`src/sv/csd_mul.sv`:
```
// csd_mul: shared 32x32 unsigned multiplier with registered product
// depends on nothing
module csd_mul
(
    input  logic        clk,
    input  logic [31:0] a,
    input  logic [31:0] b,
    output logic [63:0] prod
);

    logic [63:0] prod_reg;

    // product is registered and ready in the cycle after the operands
    always_ff @(posedge clk)
    begin
        prod_reg <= 64'(a) * 64'(b);
    end

    assign prod = prod_reg;

endmodule

```
`config.mk`:
```
export PLATFORM = sky130hd
export DESIGN_NAME = csd_mul
export DESIGN_NICKNAME = d
export VERILOG_FILES = /design/src/sv/csd_mul.sv
export SDC_FILE = /design/constraint.sdc
export NUM_CORES = 2
export LEC_CHECK = 0
export BUFFER_PORTS_ARGS = -buffer_cell sky130_fd_sc_hd__buf_2
export CORE_ASPECT_RATIO = 0.75
export CORE_UTILIZATION = 30
export CTS_BUF_LIST = sky130_fd_sc_hd__clkbuf_2 sky130_fd_sc_hd__clkbuf_4 sky130_fd_sc_hd__clkbuf_8
export DETAILED_ROUTE_END_ITERATION = 10
export GPL_ROUTABILITY_DRIVEN = 0
export GPL_TIMING_DRIVEN = 0
export REMOVE_ABC_BUFFERS = 1
export SLEW_MARGIN = 20
export SYNTH_ARGS = -nofsm -noshare
export SYNTH_HDL_FRONTEND = slang
export SYNTH_SLANG_ARGS = --single-unit
```
`constraint.sdc`:
```
create_clock -name clk -period 9.7 [get_ports clk]
set_input_delay 1.94 -clock clk [delete_from_list [all_inputs] [get_ports clk]]
set_output_delay 1.94 -clock clk [all_outputs]
set_load 0.05 [all_outputs]
```
==> metrics.cfg <==
[status]
status = finished, final reports clean

[place]
dp_cells = 5182
dp_hpwl_um = 72210
portBuffers = 128
place_ws_ns = -0.7780

[global_route]
grt_max_degree = 33
grtUsageMet2 = 0.2858
grtUsageMet1 = 0.2476
grt_pass1_vias = 26631
antenna_found_initial = 6
grt_usage = 0.1767
busiest_layer = met2
grt.overflow.total = 0
grt_first_pass_wirelength_um = 158700
grtUsageMet3 = 0.02596

[yosys]
synth-simple-area-share = 0.1762
syn_area_um2 = 34680
synth_top_family_by_area = adder cells
synth_xor_area_frac = 0.01515
yosys_warnings = 0
synth_flop_cell = dfxtp_1
synthCells = 3748
yosysTopAreaCellShare = 0.5173
avgSynthCellArea_um2 = 9.252
muxShareOfSynthArea = 0.0002887
synth_compound_area_frac = 0.04153
yosys-top-cells-area = fa_1 (52%), and2_1 (11%), ha_1 (9.5%)
synth_edf_count = 0
yosysSeqAreaShare = 0.03695
synthAdderAreaFrac = 0.6122
yosysUniqueCellTypes = 57
yosys_register_bits = 64
synthArstFlopShare = 0
yosys.area.top_type = fa_1

[critical_path]
cp-start-kind = input port
critical_path_arrival_ns = 9.83
crit_fanout = 32
path_common_cell = fa_1
worstPathCellList = clkbuf_4 -> and2_1 -> fa_1 -> inv_1 -> fa_1 -> inv_1 -> fa_1 -> inv_1 -> fa_1 -> inv_1 -> fa_1 -> fa_1 -> fa_1 -> fa_1 -> ha_1 -> nand4_1 -> or4_1 -> or3_1 -> a31oi_2 -> a31o_2 -> a211oi_1 -> o21ai_1 -> xor2_1
critPathMaxStageDelay_ns = 0.60
cp-end-kind = register
slowest_stage = fa_1
worstSetupPathType = in -> reg
required_ns = 10.03

[sta]
hold_viol_final = 0
finalSetupViolCount = 0
max_freq_ghz = 0.1052
slew_viol_final = 0
layout_setup_ws_ns = 0.1917
max_slew_margin = 0.3440
whs_ns = 2.180
finalWorstPathRequiredPeriod_ns = 9.508
fin_crit_sh = 0.9802
worstMarginPinSlew_ns = 0.9841
rsz0062_at_grt = false

[floorplan]
chipWidth_um = 394.6
die_area_um2 = 117000
fp.dieH_um = 296.4
rows = 107
pin_count = 129
core_area_um2 = 114100
start_util = 0.3040

[layout]
instances_no_fill = 5199
utilization = 0.3226
final_cell_mix = fa_1 (896), inv_1 (865), and2_1 (602)
drive_above_1_share = 0.04438
fillers = 11842
area_growth_pct = 6.120
final_common_cell = fa_1
largest_reg_flops = 64
multi_input_area_um2 = 29320
diodes = 0
nets = 4892
seq_area_um2 = 1281

[clock_network]
cts.clk_slew.worst_paths_ns = 0.09
cts_tree = built
cts_buffers = 9
cts_sinks = 64
postCtsHoldBufs = 0
htreeDepth = 3
cts-root-buf = clkbuf_8
cts_buffer_depth = 2

[detailed_routing]
drt_wl_total_um = 100000
ant_nets = 0
drt_iter0_drc = 1615
first_pass_iters = 5
wire_per_inst_um = 19.23
post-route-drc-count = 0
route.vias.total = 24611
routed_via_density = 4.734

[min_path]
hp-class = in -> reg

[flow_run]
maxCapViolations = 0

[worst paths after layout]
kind	slack, ns	to	start	cells past startpoint
setup / recovery	0.19	prod[62]$_DFF_P_	a[7]	23
hold / removal	2.18	prod[0]$_DFF_P_	b[0]	2
[stage by stage]
| step | TNS [ns] | cell area, um^2 |
|---|---|---|
| final | 0 | 36800 |
| after global routing | 0 | 36800 |
| after CTS | 0 | 36700 |
| after detailed placement | -4.646 | 36390 |
| after global placement | -4.629 | 36390 |
| after floorplan | 0 | 33840 |
[cell type report]
type / count / share of cell area
clock buffers: 10 / 0.003740
clock inverters: 6 / 0.002482
inverters: 865 / 0.08824
multi-input cells: 2599 / 0.7968
flip-flops and latches: 64 / 0.03482
well taps: 1526 / 0.05189
repair buffers: 129 / 0.02203
[cells by family (layout without fill, tap and decap cells)]
family	after synthesis	after routing
AO/OA/AOI/OAI	202	202
XOR/XNOR	60	60
adder cells (fa/ha/maj)	1159	1159
buffers and inverters	1085	1010
flip-flops	64	64
multiplexers	1	1
AND/OR/NAND/NOR	1177	1177
[layer usage]
metal	vias to the layer above	routed length (um)
met5	-	0
met4	0	2238
met3	117	6694
met2	801	46710
met1	13017	44350
li1	10676	-
[critical path: cells and delay by family]
family / cells / cell delay (ns)
adder cells (fa/ha/maj): 9 / 4.47
AND/OR/NAND/NOR: 4 / 1.38
AO/OA/AOI/OAI: 4 / 1.16
buffers and inverters: 5 / 0.60
XOR/XNOR: 1 / 0.24
[Yosys cell counts (all sizes together) (4+ instances only)]
cell type  number
xor2           25
buf             7
o21ai          26
nand2         480
ha            263
nor3            7
o31ai           5
a21o           40
nor2           20
a21oi          66
a221oi          4
o21bai         11
inv           865
nand4          23
a221o           4
and3           14
nand3          10
dfxtp          64
and2          602
xnor2          35
o21a            9
fa            896
a31oi          12
clkbuf        213
[repair_timing]
action                     4_1_cts  5_1_grt
buffers inserted                 0        1
setup endpoints to repair        3        5
pin swaps                        0        1
resized for setup               30       30
hold endpoints to repair         0        0
Power is not shown: default switching activity piles up to over one toggle a cycle in this logic, so the estimate is an artifact.
