--- src/sv/csd_pkg.sv ---
// csd_pkg: shared types and constants of the compression spring-damper block
// depends on nothing; used by csd_iter, the top level, csd_checker and the testbench
package csd_pkg;

    // fixed point format and derived widths
    localparam int FRAC_BITS  = 16;
    localparam int DT_BITS    = 24;
    localparam int SH_BITS    = DT_BITS - FRAC_BITS;
    localparam int CAP_BITS   = 40;
    localparam int DIV_BITS   = CAP_BITS + 1;
    localparam int REM_BITS   = 35;
    localparam int CNT_BITS   = 6;
    localparam int NUM_BITS   = 64 + SH_BITS;

    localparam logic [31:0]         ONE_FX    = 32'(64'd1 << FRAC_BITS);
    localparam logic [DIV_BITS-1:0] FORCE_CAP = DIV_BITS'(64'd1 << CAP_BITS);

    // configuration register indexes
    localparam logic [1:0] CFG_STIFFNESS = 2'd0;
    localparam logic [1:0] CFG_DAMPING   = 2'd1;
    localparam logic [1:0] CFG_REST      = 2'd2;
    localparam logic [1:0] CFG_FREE_END  = 2'd3;

    // result status codes
    localparam logic [1:0] ST_OK       = 2'd0;
    localparam logic [1:0] ST_BAD_DT   = 2'd1;
    localparam logic [1:0] ST_COLLAPSE = 2'd2;

    // shared divide / square root unit
    typedef enum logic
    {
        OP_DIV,
        OP_SQRT
    } iter_op_t;

    typedef struct packed
    {
        iter_op_t              op;
        logic [REM_BITS-1:0]   rem;
        logic [63:0]           bits;
        logic [REM_BITS-1:0]   divisor;
        logic [CNT_BITS-1:0]   count;
    } iter_cmd_t;

    typedef struct packed
    {
        logic busy;
        logic done;
    } iter_stat_t;

    // sequencer states
    typedef enum logic [4:0]
    {
        S_IDLE,
        S_SQ_MUL,
        S_SQ_ACC,
        S_SQRT_GO,
        S_SQRT_WAIT,
        S_LEN,
        S_K_MUL,
        S_K_TAKE,
        S_D_MUL,
        S_D_TAKE,
        S_D_WAIT,
        S_TOTAL,
        S_J_MUL,
        S_J_TAKE,
        S_I_MUL,
        S_I_TAKE,
        S_I_WAIT,
        S_OUT
    } state_t;

endpackage

--- src/sv/csd_iter.sv ---
// csd_iter: shared restoring divider and square root unit, one bit per cycle
// depends on csd_pkg
module csd_iter
(
    input  logic                          clk,
    input  logic                          rst_n,
    input  logic                          start,
    input  csd_pkg::iter_cmd_t            cmd,
    output csd_pkg::iter_stat_t           stat,
    output logic [csd_pkg::DIV_BITS-1:0]  quo
);

    logic                            busy_reg;
    logic                            done_reg;
    logic [csd_pkg::CNT_BITS-1:0]    count_reg;
    csd_pkg::iter_op_t               op_reg;
    logic [csd_pkg::REM_BITS-1:0]    rem_reg;
    logic [csd_pkg::REM_BITS-1:0]    dvs_reg;
    logic [63:0]                     shift_reg;
    logic [csd_pkg::DIV_BITS-1:0]    quo_reg;

    logic [csd_pkg::REM_BITS-1:0]    cand;
    logic [csd_pkg::REM_BITS-1:0]    sub;
    logic                            ge;

    // shared compare and subtract
    always_comb
    begin
        if (op_reg == csd_pkg::OP_SQRT)
        begin
            cand = {rem_reg[32:0], shift_reg[63:62]};
            sub  = {1'b0, quo_reg[31:0], 2'b01};
        end
        else
        begin
            cand = {rem_reg[33:0], shift_reg[63]};
            sub  = dvs_reg;
        end
        ge = (cand >= sub);
    end

    // control
    always_ff @(posedge clk or negedge rst_n)
    begin
        if (!rst_n)
        begin
            busy_reg  <= 1'b0;
            done_reg  <= 1'b0;
            count_reg <= '0;
        end
        else
        begin
            done_reg <= 1'b0;
            if (start)
            begin
                busy_reg  <= 1'b1;
                count_reg <= cmd.count;
            end
            else if (busy_reg)
            begin
                count_reg <= count_reg - 1'b1;
                if (count_reg == csd_pkg::CNT_BITS'(1))
                begin
                    busy_reg <= 1'b0;
                    done_reg <= 1'b1;
                end
            end
        end
    end

    // datapath
    always_ff @(posedge clk)
    begin
        if (start)
        begin
            op_reg    <= cmd.op;
            rem_reg   <= cmd.rem;
            dvs_reg   <= cmd.divisor;
            shift_reg <= cmd.bits;
            quo_reg   <= '0;
        end
        else if (busy_reg)
        begin
            rem_reg <= ge ? (cand - sub) : cand;
            quo_reg <= {quo_reg[csd_pkg::DIV_BITS-2:0], ge};
            if (op_reg == csd_pkg::OP_SQRT)
                shift_reg <= {shift_reg[61:0], 2'b00};
            else
                shift_reg <= {shift_reg[62:0], 1'b0};
        end
    end

    assign stat.busy = busy_reg;
    assign stat.done = done_reg;
    assign quo       = quo_reg;

    a_done_not_busy: assert property (@(posedge clk) disable iff (!rst_n)
        done_reg |-> !busy_reg)
        else $error("done while busy");

    a_busy_count: assert property (@(posedge clk) disable iff (!rst_n)
        busy_reg |-> count_reg != '0)
        else $error("busy with zero count");

    a_rem_bound: assert property (@(posedge clk) disable iff (!rst_n)
        busy_reg && !start && op_reg == csd_pkg::OP_DIV |-> rem_reg < dvs_reg)
        else $error("remainder not below divisor");

endmodule

--- config.mk ---
export PLATFORM = sky130hd
export DESIGN_NAME = csd_iter
export DESIGN_NICKNAME = d
export VERILOG_FILES = /design/src/sv/csd_pkg.sv /design/src/sv/csd_iter.sv
export SDC_FILE = /design/constraint.sdc
export NUM_CORES = 1
export LEC_CHECK = 0
export BUFFER_PORTS_ARGS = -buffer_cell sky130_fd_sc_hd__clkbuf_2
export CAP_MARGIN = 20
export CORE_ASPECT_RATIO = 0.5
export CORE_UTILIZATION = 40
export CTS_CLUSTER_SIZE = 10
export DETAILED_ROUTE_END_ITERATION = 8
export PLACE_DENSITY = 0.57
export SLEW_MARGIN = 20
export SYNTH_ARGS = -nofsm -noshare
export SYNTH_HDL_FRONTEND = slang
export SYNTH_SLANG_ARGS = --single-unit
--- constraint.sdc ---
create_clock -name clk -period 5.2 [get_ports clk]
set_clock_uncertainty 0.2 [all_clocks]
set_input_delay 0.52 -clock clk [delete_from_list [all_inputs] [get_ports clk]]
set_output_delay 0.52 -clock clk [all_outputs]
set_load 0.05 [all_outputs]
==> reports/results.tsv <==
stage	metric	value	unit
run_status	status	complete, no violations	
timing	share of the clock period used by the worst path after layout	0.870	
synth	total standard cell area after synthesis	11000	µm²
synth	Unique masters post-synth	73	
timing	minimum clock period	4.52	ns
die	IO Pins	187	
cts	clock edge transition at the registers on the reported setup and hold paths	0.07	ns
setup_path	Critical Path, Cell by Cell	buf_12 -> buf_12 -> mux2_2 -> ha_1 -> and3_1 -> nand4_2 -> or4_1 -> o31a_1 -> inv_2 -> o21ai_0 -> o211ai_1	
min_path	class of the worst hold path	in2reg	
die	total core area	26700	µm²
power_and_ir_drop	total power after layout	6.32	mW
synth	average size of a mapped cell	10.3	µm²
timing	fmax	221	MHz
synth	synthesized net count	1248	
timing	Sum Neg Setup Slack	0	ns
setup_path	family of cells with the greatest summed delay on the critical path	compound AO/OA/AOI/OAI gates	
cells_and_area	antenna diode count	0	
synth	share of synthesized registers carrying an async set or reset	0.0437	
synth	flops & latches, synth	183	
drt	vias after detailed routing	8461	
drt	average via count per standard cell	5.38	
die	die width	237	µm
power_and_ir_drop	pwr/cell area	497	nW/µm²
grt	met1 Resource Use GR	0.271	
grt	overall overflow remaining after global route	0	
drt	count of TritonRoute iterations in the first routing pass	5	
cts	TritonCTS Buffers	17	
cells_and_area	layout cell share with drive strength beyond 1	0.236	
cells_and_area	fill cell total of the finished layout	2561	
place	half-perimeter wire length of the detailed placement result	19000	µm
cts	CTS root buf	clkbuf_16	
power_and_ir_drop	Clock Power Share	0.197	
timing	headroom to the max-slew limit	0.341	
timing	unrepaired setup endpoints after global routing	false	
timing	Setup violations, final	0	
die	Initial Util	0.412	
setup_path	critical path class	reg2reg	
grt	via count of the first global-routing pass	8457	
drt	DRT iter0 DRCs	676	
power_and_ir_drop	fraction of power spent switching nets	0.402	
cells_and_area	Finished Core Util	0.475	
power_and_ir_drop	Gate power share	0.484	
synth	cell type with the largest total area after synthesis	edfxtp_1	
timing	worst setup margin	0.676	ns
setup_path	most numerous cell on the critical path	buf_12	
synth	count of yosys warnings during synthesis	0	
synth	count of mapped cells out of synthesis	1066	
flow_run	number of maximum-capacitance constraint violations	0	
timing	transition time of the tightest slew-check pin	0.979	ns
drt	Routed Antenna Nets	0	
cts	TritonCTS clock tree	built	
setup_path	sum of buffers and inverters on the critical path	3	
drt	routed length per placed instance	17.3	µm
setup_path	endpoint kind of the worst setup timing path	flip-flop	
cells_and_area	Final #Nets	1389	
cts	postcts setup bufs	0	
setup_path	startpoint class of the critical path	flip-flop	
setup_path	largest fanout on the critical path	32	
setup_path	largest stage delay on the critical path	0.52	ns
die	Row Count	42	
die	die area	28200	µm²
grt	met2 usage	0.315	
grt	global route hottest layer	met2	
grt	routing usage on met3	0.0371	
setup_path	Worst Path Required	5.28	ns
cts	worst-skew pair later-pin latency	0.45	ns
cts	CTS H-tree depth	4	
grt	largest net degree at the start of global routing	114	
grt	initial antenna violation count	0	
drt	routed wire length	27100	µm
cells_and_area	flip-flop count of the largest register, all copies and words added	64	
cells_and_area	most common cell after layout, fill and taps aside	clkbuf_2	
die	Die Span Y	119	µm
drt	DRC viols	0	
grt	global routing usage summed across all routing layers	0.197	
place	Port Buffers	185	
grt	first-pass GRT wire length	44200	µm
cts	clock tree buffer depth	2	
timing	worst hold margin	0.0408	ns
synth	leading cell types by total area after synthesis	edfxtp_1, mux2i_1, dfxtp_1, nand2_1, o21ai_0	
synth	share of the synthesized area in the top cell type	0.365	
power_and_ir_drop	P_leak	5.65	nW
setup_path	slowest cell on the critical path	or4_1	
synth	number of flops mapped to enable cells by yosys	134	
cts	sinks on the clock net	183	
setup_path	Crit path arrival time	4.60	ns
timing	number of pins with negative max-slew slack in the final report	0	
synth	part of the Yosys area used for sequential elements	0.458	
power_and_ir_drop	largest vdd supply drop	0.273	mV
cells_and_area	area added between synthesis and finish	15.5	%
power_and_ir_drop	net switching power	2.54	mW
cells_and_area	commonest cells after routing, fill and taps aside	clkbuf_2, mux2i_1, nand2_1, edfxtp_1, o21ai_0	
synth	commonest register cell after synthesis	edfxtp_1	
timing	endpoints failing hold	0	
place	Post-Place Worst Slack	0.663	ns
power_and_ir_drop	Internal Power	3.78	mW
place	final weighted congestion of routability-driven global placement	0.890	
power_and_ir_drop	share of total power in sequential cells	0.319	
final timing paths:
check	end	depth (start not counted)	slack, ns	startpoint
worst max-delay path	rem_reg[18]	11	0.68	op_reg
worst min-delay path	dvs_reg[1]	1	0.04	cmd[7]
worst max register to register	rem_reg[18]	11	0.68	op_reg
worst min register to register	quo[40]	2	0.30	quo[40]
max in group asynchronous	busy_reg	2	4.35	rst_n
min in group asynchronous	done_reg	2	0.24	rst_n
final cells by class:
class	instances	area (µm²)	area share
Multi-Input combinational cell	785	5520	0.434
Sequential cell	183	5050	0.397
Clock buffer	19	433	0.0340
Clock inverter	13	113	0.00886
Inverter	18	70.1	0.00551
Timing Repair Buffer	202	1090	0.0857
Tap cell	352	440	0.0346
layer usage:
layer  up-vias  part of all wire
met5         -                 0
met4         0             0.015
met1      4062              0.50
met3        28             0.031
li1       4236                 -
met2       135              0.46
cell usage after synthesis (7+ instances only):
cell type and count:
mux2i_1 139, nand2_1 135, edfxtp_1 134, o21ai_0 94, nor2_1 72, dfxtp_1 41
clkbuf_1 40, ha_1 37, mux2_2 35, a21oi_1 33, o211ai_1 20, xnor2_1 18
and2_1 17, inv_1 17, a21o_1 15, buf_1 15, buf_2 15, a211oi_1 12
nand4_1 11, a221o_1 9, nand3_1 9, nor3_1 9, a31oi_1 8, dfrtp_1 8
xor2_1 8, and3_1 7
power by group through the flow:
stage	combinational, mW	clock (mW)	sequential (mW)
after global routing	3.41	1.34	2.05
final	3.06	1.25	2.01
after CTS	3.04	1.28	2.01
after detailed placement	3.02	0	2.04
after floorplan	2.40	0	2.02
after global placement	2.99	0	2.04
timing repair:
item | CTS | global route
hold endpoints to repair | 8 | 0
resized for setup | 0 | 0
hold buffers | 1 | 0
metrics by stage:
stage                     std cells  cell area, µm²
after floorplan                1066           11000
after global placement         1539           12200
after detailed placement       1539           12200
after CTS                      1572           12700
after global routing           1572           12700
final                          1572           12700
kinds of logic (layout without fill, tap and decap cells):
| group | after synthesis | in the layout | synth area share |
|---|---|---|---|
| flops | 183 | 183 | 0.458 |
| simple gates | 294 | 294 | 0.122 |
| mux | 174 | 174 | 0.162 |
| compound gates | 253 | 253 | 0.153 |
| buf+inv | 98 | 252 | 0.0402 |
| xor+xnor | 26 | 26 | 0.0207 |
| fa+ha+maj | 38 | 38 | 0.0439 |
Power figures use the tool's default switching activity.
